$ cat src/rtl/level_alarm_with_hysteresis_deadband_assert.svh
// Assertion macros shared by the alarm block's modules.
`ifndef LEVEL_ALARM_WITH_HYSTERESIS_DEADBAND_ASSERT_SVH
`define LEVEL_ALARM_WITH_HYSTERESIS_DEADBAND_ASSERT_SVH

`ifndef SYNTH

// Same-cycle implication.
`define LAHD_ASSERT_IMP(name, clk, rst, ante, cons) \
   name: assert property (@(posedge clk) disable iff (rst) (ante) |-> (cons)) \
      else $error("lahd: implication check failed");

// Next-cycle implication.
`define LAHD_ASSERT_NXT(name, clk, rst, ante, cons) \
   name: assert property (@(posedge clk) disable iff (rst) (ante) |=> (cons)) \
      else $error("lahd: next-cycle check failed");

`else

`define LAHD_ASSERT_IMP(name, clk, rst, ante, cons)
`define LAHD_ASSERT_NXT(name, clk, rst, ante, cons)

`endif

`endif

$ cat src/rtl/lahd_pkg.sv
package lahd_pkg;

   localparam int SAMPLE_W        = 32;
   localparam int CSR_W           = 32;
   localparam int CSR_ADDR_W      = 3;
   localparam int BAND_W          = 32;
   localparam int SEV_MAP_W       = 10;
   localparam int RSP_DATA_W      = 8;
   localparam int DEF_VALUE_WIDTH = 32;

   // Register indexes on the csr port
   localparam logic [CSR_ADDR_W-1:0] CSR_HIHI      = 3'd0;
   localparam logic [CSR_ADDR_W-1:0] CSR_HIGH      = 3'd1;
   localparam logic [CSR_ADDR_W-1:0] CSR_LOW       = 3'd2;
   localparam logic [CSR_ADDR_W-1:0] CSR_LOLO      = 3'd3;
   localparam logic [CSR_ADDR_W-1:0] CSR_HYST      = 3'd4;
   localparam logic [CSR_ADDR_W-1:0] CSR_SEV_MAP   = 3'd5;
   localparam logic [CSR_ADDR_W-1:0] CSR_VAL_BAND  = 3'd6;
   localparam logic [CSR_ADDR_W-1:0] CSR_ARCH_BAND = 3'd7;

   // Two-bit slots of the severity map
   localparam int SLOT_HIHI = 0;
   localparam int SLOT_LOLO = 1;
   localparam int SLOT_HIGH = 2;
   localparam int SLOT_LOW  = 3;
   localparam int SLOT_FAIL = 4;

   typedef enum logic [2:0] {
      STAT_NONE  = 3'd0,
      STAT_SOFT  = 3'd1,
      STAT_UNDEF = 3'd2,
      STAT_HIHI  = 3'd3,
      STAT_LOLO  = 3'd4,
      STAT_HIGH  = 3'd5,
      STAT_LOW   = 3'd6
   } status_type;

   typedef enum logic [1:0] {
      SEV_NONE    = 2'd0,
      SEV_MINOR   = 2'd1,
      SEV_MAJOR   = 2'd2,
      SEV_INVALID = 2'd3
   } severity_type;

   typedef struct packed {
      status_type   status;
      severity_type severity;
      logic         changed;
   } alarm_type;

endpackage

$ cat src/rtl/lahd_deadband.sv
module lahd_deadband #(
   parameter int VALUE_WIDTH = lahd_pkg::DEF_VALUE_WIDTH
) (
   input  logic                        clock,
   input  logic                        reset,
   input  logic                        upd,
   input  logic [VALUE_WIDTH-1:0]      val,
   input  logic [lahd_pkg::BAND_W-1:0] band,
   output logic                        evt
);

   localparam int CMP_W = (VALUE_WIDTH > lahd_pkg::BAND_W) ? VALUE_WIDTH : lahd_pkg::BAND_W;

   logic [VALUE_WIDTH-1:0] last_ff;
   logic [VALUE_WIDTH-1:0] last_in;
   logic [VALUE_WIDTH-1:0] diff;

   always_comb begin
      diff    = (last_ff >= val) ? (last_ff - val) : (val - last_ff);
      // negative band posts on every beat
      evt     = band[lahd_pkg::BAND_W-1] ||
                (CMP_W'(diff) > CMP_W'(band[lahd_pkg::BAND_W-2:0]));
      last_in = (upd && evt) ? val : last_ff;
   end

   always_ff @(posedge clock) begin
      if (reset) begin
         last_ff <= '0;
      end else begin
         last_ff <= last_in;
      end
   end

`include "level_alarm_with_hysteresis_deadband_assert.svh"

   `LAHD_ASSERT_IMP(a_neg_band_posts, clock, reset, upd && band[lahd_pkg::BAND_W-1], evt)
   `LAHD_ASSERT_NXT(a_hold_without_post, clock, reset, !(upd && evt), $stable(last_ff))

endmodule

$ cat src/rtl/lahd_alarm.sv
module lahd_alarm #(
   parameter int VALUE_WIDTH = lahd_pkg::DEF_VALUE_WIDTH
) (
   input  logic                           clock,
   input  logic                           reset,
   input  logic                           upd,
   input  logic [VALUE_WIDTH-1:0]         val,
   input  logic                           failed,
   input  logic [VALUE_WIDTH-1:0]         hihi_lim,
   input  logic [VALUE_WIDTH-1:0]         high_lim,
   input  logic [VALUE_WIDTH-1:0]         low_lim,
   input  logic [VALUE_WIDTH-1:0]         lolo_lim,
   input  logic [VALUE_WIDTH-1:0]         hyst,
   input  logic [lahd_pkg::SEV_MAP_W-1:0] sev_map,
   output lahd_pkg::alarm_type            alarm
);

   logic [VALUE_WIDTH-1:0]  latched_ff;
   logic [VALUE_WIDTH-1:0]  latched_in;
   logic                    undef_ff;
   logic                    undef_in;
   lahd_pkg::status_type    prev_stat_ff;
   lahd_pkg::severity_type  prev_sev_ff;

   logic [1:0]              sev_hihi, sev_lolo, sev_high, sev_low, sev_fail;
   logic                    hihi_fire, lolo_fire, high_fire, low_fire;
   lahd_pkg::status_type    stat_c;
   logic [1:0]              sev_c;

   function automatic logic high_hit(input logic [VALUE_WIDTH-1:0] v,
                                     input logic [VALUE_WIDTH-1:0] lim,
                                     input logic [VALUE_WIDTH-1:0] lat,
                                     input logic [VALUE_WIDTH-1:0] hy);
      logic [VALUE_WIDTH-1:0] bound;
      bound = lim - hy;
      return (v >= lim) || (lat == lim && lim > hy && v >= bound);
   endfunction

   function automatic logic low_hit(input logic [VALUE_WIDTH-1:0] v,
                                    input logic [VALUE_WIDTH-1:0] lim,
                                    input logic [VALUE_WIDTH-1:0] lat,
                                    input logic [VALUE_WIDTH-1:0] hy);
      logic [VALUE_WIDTH-1:0] bound;
      bound = lim + hy;
      return (v <= lim) || (lat == lim && v <= bound);
   endfunction

   always_comb begin
      sev_hihi  = sev_map[2*lahd_pkg::SLOT_HIHI +: 2];
      sev_lolo  = sev_map[2*lahd_pkg::SLOT_LOLO +: 2];
      sev_high  = sev_map[2*lahd_pkg::SLOT_HIGH +: 2];
      sev_low   = sev_map[2*lahd_pkg::SLOT_LOW +: 2];
      sev_fail  = sev_map[2*lahd_pkg::SLOT_FAIL +: 2];

      hihi_fire = (sev_hihi != 2'd0) && high_hit(val, hihi_lim, latched_ff, hyst);
      lolo_fire = (sev_lolo != 2'd0) && low_hit(val, lolo_lim, latched_ff, hyst);
      high_fire = (sev_high != 2'd0) && high_hit(val, high_lim, latched_ff, hyst);
      low_fire  = (sev_low != 2'd0) && low_hit(val, low_lim, latched_ff, hyst);

      stat_c     = lahd_pkg::STAT_NONE;
      sev_c      = 2'd0;
      latched_in = latched_ff;

      if (failed && sev_fail != 2'd0) begin
         stat_c = lahd_pkg::STAT_SOFT;
         sev_c  = sev_fail;
      end
      undef_in = undef_ff && failed;

      if (undef_in) begin
         if (sev_c != 2'(lahd_pkg::SEV_INVALID)) begin
            stat_c = lahd_pkg::STAT_UNDEF;
            sev_c  = 2'(lahd_pkg::SEV_INVALID);
         end
      end else if (hihi_fire) begin
         if (sev_hihi > sev_c) begin
            stat_c     = lahd_pkg::STAT_HIHI;
            sev_c      = sev_hihi;
            latched_in = hihi_lim;
         end
      end else if (lolo_fire) begin
         if (sev_lolo > sev_c) begin
            stat_c     = lahd_pkg::STAT_LOLO;
            sev_c      = sev_lolo;
            latched_in = lolo_lim;
         end
      end else if (high_fire) begin
         if (sev_high > sev_c) begin
            stat_c     = lahd_pkg::STAT_HIGH;
            sev_c      = sev_high;
            latched_in = high_lim;
         end
      end else if (low_fire) begin
         if (sev_low > sev_c) begin
            stat_c     = lahd_pkg::STAT_LOW;
            sev_c      = sev_low;
            latched_in = low_lim;
         end
      end else begin
         latched_in = val;
      end

      alarm.status   = stat_c;
      alarm.severity = lahd_pkg::severity_type'(sev_c);
      alarm.changed  = (stat_c != prev_stat_ff) || (sev_c != 2'(prev_sev_ff));
   end

   always_ff @(posedge clock) begin
      if (reset) begin
         latched_ff   <= '0;
         undef_ff     <= 1'b1;
         prev_stat_ff <= lahd_pkg::STAT_NONE;
         prev_sev_ff  <= lahd_pkg::SEV_NONE;
      end else if (upd) begin
         latched_ff   <= latched_in;
         undef_ff     <= undef_in;
         prev_stat_ff <= alarm.status;
         prev_sev_ff  <= alarm.severity;
      end
   end

`include "level_alarm_with_hysteresis_deadband_assert.svh"

   `LAHD_ASSERT_NXT(a_defined_stays, clock, reset, !undef_ff, !undef_ff)

endmodule

$ cat src/rtl/level_alarm_with_hysteresis_deadband.sv
// Level alarm with hysteresis and monitor deadbands. Each request beat carries one
// unsigned sample and a flag that the step producing it failed; each beat yields exactly
// one response beat with the alarm status and severity, a flag that either changed since
// the previous beat, and value and archive events from two deadband trackers. A failure
// with a nonzero failure severity raises a soft alarm at that severity; until the first
// good sample the result is undefined/invalid. Limits are checked hihi, lolo, high, low,
// each enabled by a nonzero severity and held by hysteresis. Throughput is one beat per
// clock while the response side takes its beats; a beat sits in the input register after
// its accepting edge and its result is loaded into the result register once that register
// is free, then shows on the response. Alarm and deadband state update with that load.
// Write the csr registers only while no beat is in flight.
module level_alarm_with_hysteresis_deadband #(
   parameter int VALUE_WIDTH = lahd_pkg::DEF_VALUE_WIDTH
) (
   input  logic                                 clock,
   input  logic                                 reset,
   // request channel
   input  logic                                 req_tvalid,
   output logic                                 req_tready,
   input  logic [lahd_pkg::SAMPLE_W-1:0]        req_tdata,  // [31:0] sample
   input  logic                                 req_tuser,  // [0] step_failed
   // response channel
   output logic                                 rsp_tvalid,
   input  logic                                 rsp_tready,
   // [2:0] alarm_status, [4:3] alarm_severity, [5] alarm_changed,
   // [6] value_event, [7] archive_event
   output logic [lahd_pkg::RSP_DATA_W-1:0]      rsp_tdata,
   // configuration
   input  logic                                 csr_we,
   input  logic [lahd_pkg::CSR_ADDR_W-1:0]      csr_addr,
   input  logic [lahd_pkg::CSR_W-1:0]           csr_wdata
);

   // configuration registers
   logic [VALUE_WIDTH-1:0]          hihi_ff, high_ff, low_ff, lolo_ff, hyst_ff;
   logic [lahd_pkg::SEV_MAP_W-1:0]  sev_map_ff;
   logic [lahd_pkg::BAND_W-1:0]     val_band_ff, arch_band_ff;

   // input register
   logic                            s1_valid_ff, s1_valid_in;
   logic [VALUE_WIDTH-1:0]          s1_sample_ff;
   logic                            s1_failed_ff;

   // result register
   logic                            rsp_valid_ff, rsp_valid_in;
   logic [lahd_pkg::RSP_DATA_W-1:0] rsp_data_ff, rsp_data_in;

   logic                            req_fire, out_free, advance;
   lahd_pkg::alarm_type             alarm;
   logic                            val_evt, arch_evt;

   // views of the held result for the checks below
   logic [2:0]                      rsp_stat;
   logic [1:0]                      rsp_sev;
   logic                            chk_undef_sev, chk_none_sev, s1_stall;

   // The result register frees up when empty or when its beat leaves this cycle;
   // the input register then hands over its beat and can take a new one.
   assign out_free   = !rsp_valid_ff || rsp_tready;
   assign advance    = s1_valid_ff && out_free;
   assign req_tready = !s1_valid_ff || out_free;
   assign req_fire   = req_tvalid && req_tready;

   assign s1_valid_in  = req_fire ? 1'b1 : (advance ? 1'b0 : s1_valid_ff);
   assign rsp_valid_in = advance ? 1'b1 : (rsp_tready ? 1'b0 : rsp_valid_ff);
   assign rsp_data_in  = {arch_evt, val_evt, alarm.changed, alarm.severity, alarm.status};

   assign rsp_tvalid = rsp_valid_ff;
   assign rsp_tdata  = rsp_data_ff;

   always_ff @(posedge clock) begin
      if (reset) begin
         hihi_ff      <= '0;
         high_ff      <= '0;
         low_ff       <= '0;
         lolo_ff      <= '0;
         hyst_ff      <= '0;
         sev_map_ff   <= '0;
         val_band_ff  <= '0;
         arch_band_ff <= '0;
      end else if (csr_we) begin
         case (csr_addr)
            lahd_pkg::CSR_HIHI:      hihi_ff      <= VALUE_WIDTH'(csr_wdata);
            lahd_pkg::CSR_HIGH:      high_ff      <= VALUE_WIDTH'(csr_wdata);
            lahd_pkg::CSR_LOW:       low_ff       <= VALUE_WIDTH'(csr_wdata);
            lahd_pkg::CSR_LOLO:      lolo_ff      <= VALUE_WIDTH'(csr_wdata);
            lahd_pkg::CSR_HYST:      hyst_ff      <= VALUE_WIDTH'(csr_wdata);
            lahd_pkg::CSR_SEV_MAP:   sev_map_ff   <= csr_wdata[lahd_pkg::SEV_MAP_W-1:0];
            lahd_pkg::CSR_VAL_BAND:  val_band_ff  <= csr_wdata[lahd_pkg::BAND_W-1:0];
            lahd_pkg::CSR_ARCH_BAND: arch_band_ff <= csr_wdata[lahd_pkg::BAND_W-1:0];
            default: begin
            end
         endcase
      end
   end

   // handshake state
   always_ff @(posedge clock) begin
      if (reset) begin
         s1_valid_ff  <= 1'b0;
         rsp_valid_ff <= 1'b0;
      end else begin
         s1_valid_ff  <= s1_valid_in;
         rsp_valid_ff <= rsp_valid_in;
      end
   end

   // payload: capture on accept, advance into the result register
   always_ff @(posedge clock) begin
      if (req_fire) begin
         s1_sample_ff <= VALUE_WIDTH'(req_tdata[lahd_pkg::SAMPLE_W-1:0]);
         s1_failed_ff <= req_tuser;
      end
      if (advance) begin
         rsp_data_ff <= rsp_data_in;
      end
   end

   lahd_alarm #(
      .VALUE_WIDTH(VALUE_WIDTH)
   ) u_alarm (
      .clock    (clock),
      .reset    (reset),
      .upd      (advance),
      .val      (s1_sample_ff),
      .failed   (s1_failed_ff),
      .hihi_lim (hihi_ff),
      .high_lim (high_ff),
      .low_lim  (low_ff),
      .lolo_lim (lolo_ff),
      .hyst     (hyst_ff),
      .sev_map  (sev_map_ff),
      .alarm    (alarm)
   );

   lahd_deadband #(
      .VALUE_WIDTH(VALUE_WIDTH)
   ) u_val_band (
      .clock (clock),
      .reset (reset),
      .upd   (advance),
      .val   (s1_sample_ff),
      .band  (val_band_ff),
      .evt   (val_evt)
   );

   lahd_deadband #(
      .VALUE_WIDTH(VALUE_WIDTH)
   ) u_arch_band (
      .clock (clock),
      .reset (reset),
      .upd   (advance),
      .val   (s1_sample_ff),
      .band  (arch_band_ff),
      .evt   (arch_evt)
   );

   assign rsp_stat      = rsp_data_ff[2:0];
   assign rsp_sev       = rsp_data_ff[4:3];
   assign chk_undef_sev = (rsp_stat != lahd_pkg::STAT_UNDEF) ||
                          (rsp_sev == lahd_pkg::SEV_INVALID);
   assign chk_none_sev  = (rsp_stat == lahd_pkg::STAT_NONE) ==
                          (rsp_sev == lahd_pkg::SEV_NONE);
   assign s1_stall      = s1_valid_ff && !out_free;

`include "level_alarm_with_hysteresis_deadband_assert.svh"

   `LAHD_ASSERT_IMP(a_undef_is_invalid, clock, reset, rsp_valid_ff, chk_undef_sev)
   `LAHD_ASSERT_IMP(a_none_iff_no_sev, clock, reset, rsp_valid_ff, chk_none_sev)
   `LAHD_ASSERT_NXT(a_stage_holds, clock, reset, s1_stall, s1_valid_ff && $stable(s1_sample_ff))

endmodule
$ cat config.mk
export PLATFORM = sky130hd
export DESIGN_NAME = level_alarm_with_hysteresis_deadband
export DESIGN_NICKNAME = d
export VERILOG_FILES = /design/src/rtl/lahd_pkg.sv /design/src/rtl/lahd_deadband.sv /design/src/rtl/lahd_alarm.sv /design/src/rtl/level_alarm_with_hysteresis_deadband.sv
export VERILOG_INCLUDE_DIRS = /design/src /design/src/rtl
export SDC_FILE = /design/constraint.sdc
export NUM_CORES = 2
export LEC_CHECK = 0
export ABC_AREA = 1
export BUFFER_PORTS_ARGS = -buffer_cell sky130_fd_sc_hd__buf_2
export CORE_MARGIN = 2
export CORE_UTILIZATION = 30
export DETAILED_ROUTE_END_ITERATION = 6
export PLACE_DENSITY = 0.42
export SLEW_MARGIN = 10
export SYNTH_ARGS = -nofsm -noshare
export SYNTH_HDL_FRONTEND = slang
export SYNTH_SLANG_ARGS = --single-unit
$ cat constraint.sdc
create_clock -name clock -period 6.4 [get_ports clock]
set_input_delay 1.28 -clock clock [delete_from_list [all_inputs] [get_ports clock]]
set_output_delay 1.28 -clock clock [all_outputs]
set_load 0.005 [all_outputs]
==> run_results.csv <==
group,metric,value,unit
yosys,ys_seq_area_share,21.1,%
yosys,synth_edf_count,41,
finish,layout_common_cells,"nand2_1, a21oi_1, inv_1",
worst_setup_path,worstSetupStartpoint,"low_ff[1]",
pwr,swShare,43.9,%
route,final_antenna_net_count,0,
sta,finClkSkew,0.0521,ns
grt,grt_pass1_wl,253000,um
floorplan,die_height,359,um
worst_setup_path,crit_family,"compound AO/OA/AOI/OAI gates",
grt,grt_overflow,0,
floorplan,ios,83,
hold_path,hold_start,"u_alarm.undef_ff",
clock_network,cts.htree.levels,2,
pwr,ir_drop,0.181,mV
pwr,switching_power,0.00465,W
worst_setup_path,crit_path_max_incr_delay,0.40,ns
route,wl_per_cell,23.2,um
worst_setup_path,critPathMostFrequentCell,"nand2_1",
place,port_buffers,82,
yosys,synth_area_leaders,"ha_1, dfxtp_1, nand2_1",
sta,timing.final.hold_violations,0,
floorplan,die_x,359,um
pwr,total_power,0.0106,W
pwr,power_leakage,19.4,nW
route,drt_pass1_iterations,6,
status,outcome,"finished clean",
clock_network,cts_hold_buf,0,
sta,fmax,167,MHz
yosys,synth_nets,6363,
floorplan,num_rows,130,
clock_network,clk_pin_slew,0.06,ns
finish,final_cell_area,0.0424,mm^2
yosys,netlist_instances,5700,
yosys,synth_top_cell_by_area,"ha_1",
finish,final_common_cell,"nand2_1",
yosys,ys_seq_elements,379,
grt,grt_antenna_before_repair,3,
pwr,clock_power_share,29.5,%
worst_setup_path,endpoint_kind,"register",
hold_path,hold_class,"register to register",
floorplan,design.die.area,0.129,mm^2
pwr,power_density,250,mW/mm^2
grt,grt_usage,26.2,%
yosys,synth_cell_types,61,
floorplan,core_area,0.125,mm^2
place,dp_worst_setup_slack,0.131,ns
route,viasPerCell,5.20,
finish,final_nets,6450,
clock_network,root_buffer,"clkbuf_16",
worst_setup_path,arrival,6.48,ns
route,drt_drc_violations_left,0,
place,place.gp.congestion,0.948,
grt,grt_pass1_vias,36100,
worst_setup_path,critPathRequiredTime,6.90,ns
sta,fin_crit,5.98,ns
yosys,syn_area_per_cell,6.64,um^2
pwr,power.share.sequential,25.7,%
yosys,synthFlopType,"dfxtp_1",
flow_run,maxCapViolCount,0,
worst_setup_path,crit_path_top_delay_cell,"o21ai_1",
yosys,async_reset_ff_share,0,%
sta,worst_slew_pin_slew,1.08,ns
route,wirelength,174000,um
clock_network,cts_buffer_depth,3,
finish,drive_gt1_share,6.28,%
sta,setup_viol,0,
sta,setup_ws,0.420,ns
route,vias,38900,
yosys,synth_top_area_share,19.2,%
sta,fin_crit_sh,93.4,%
worst_setup_path,r2r-start,"low_ff[1]",
clock_network,clkLatencyLatePin,0.68,ns
sta,rsz0062_at_grt,"false",
clock_network,cts_tree,"built",
floorplan,start_util,30.2,%
sta,tns,0,ns
route,drt_iter0_drc,3523,
yosys,ys.warnings.count,0,
grt,grt_max_degree,130,
pwr,comb_power_share,44.8,%
clock_network,cts.sinks,379,
worst_setup_path,critPathMaxFanout,21,
sta,relSlewSlack,28.0,%
worst_setup_path,path_buf_inv,3,
place,hpwl,140000,um
yosys,synth_area,0.0378,mm^2
place,dpl_cell_area,0.0406,mm^2
worst_setup_path,start_kind,"register",
clock_network,cts-buffers-inserted,51,
worst_setup_path,crit_type,"register to register",
finish,syn_to_final_growth,12.2,%
pwr,p_int,0.00595,W
sta,slew_viol_final,0,
path summary, 6_finish.rpt:
check	end	slack, ns	cells past startpoint
setup / recovery	u_alarm.latched_ff[27]	0.42	33
hold / removal	u_alarm.undef_ff	0.46	2
setup reg to reg	u_alarm.latched_ff[27]	0.42	33
hold reg to reg	u_alarm.undef_ff	0.46	2
per-layer routing:
| layer | vias up | track usage [%] | wire length [um] |
|---|---|---|---|
| met4 | 0 | 5.56 | 3530 |
| met1 | 18300 | 40.0 | 88700 |
| li1 | 19200 | - | - |
| met2 | 1164 | 39.0 | 72300 |
| met5 | - | 0 | 0 |
| met3 | 146 | 2.66 | 9390 |
registers in the layout, summed over array words and instances (netlist names):
register	cells
arch_band_ff	32
high_ff	32
hihi_ff	32
hyst_ff	32
lolo_ff	32
low_ff	32
s1_sample_ff	32
u_alarm.latched_ff	32
u_arch_band.last_ff	32
u_val_band.last_ff	32
val_band_ff	32
sev_map_ff	10
rsp_tdata	8
u_alarm.prev_stat_ff	3
u_alarm.prev_sev_ff	2
rsp_tvalid	1
s1_failed_ff	1
s1_valid_ff	1
u_alarm.undef_ff	1
kinds of logic after synthesis:
kind of cell | share of synthesized area [%]
AND/OR/NAND/NOR | 21.8
AO/OA/AOI/OAI | 21.7
buffers and inverters | 9.45
adder cells (fa/ha/maj) | 19.7
flip-flops | 21.1
XOR/XNOR | 5.95
multiplexers | 0.265
stage by stage:
step,hold WS (ns),instances,util [%]
2_1_floorplan,0.429,5700,-
6_report,0.456,7481,33.8
4_1_cts,0.458,7475,33.8
3_3_place_gp,0.441,7380,32.3
3_5_place_dp,0.442,7380,32.3
5_1_grt,0.485,7479,33.8
synthesized netlist by cell type (all sizes together) (20+ instances only):
cell type / count
nor2: 513
nand4: 64
a21oi: 760
o21a: 37
o21bai: 22
xor2: 136
nand2: 1169
o22ai: 30
xnor2: 121
nand3: 195
o21ai: 533
edfxtp: 41
dfxtp: 338
inv: 761
ha: 582
buf: 54
nor3: 50
clkbuf: 107
a31oi: 20
worst min-delay path: stages, from the launching register on:
cell and delay [ns]:
dfxtp_1 0.32, nand2_1 0.05, nand3_1 0.05
timing repair:
action	4_1_cts	5_1_grt
endpoints found under the setup margin	0	43
gates resized for setup	0	20
buffers inserted	0	3
power groups by stage:
stage	combinational [W]	clock (W)	sequential [W]
after floorplan	0.00308	0	0.00272
after global placement	0.00465	0	0.00277
after detailed placement	0.00465	0	0.00277
after CTS	0.00468	0.00320	0.00272
after global routing	0.00527	0.00329	0.00274
final	0.00475	0.00313	0.00272
cell type report:
type / count / area, um^2
multi-input cells: 4391 / 26300
flip-flops and latches: 379 / 8000
fillers: 13900 / 83000
repair buffers: 195 / 1390
diodes: 2 / 5.00
clock buffers: 72 / 1500
inverters: 769 / 2900
well taps: 1650 / 2060
clock inverters: 23 / 275
Note: power is estimated with default switching activity, not from simulation.
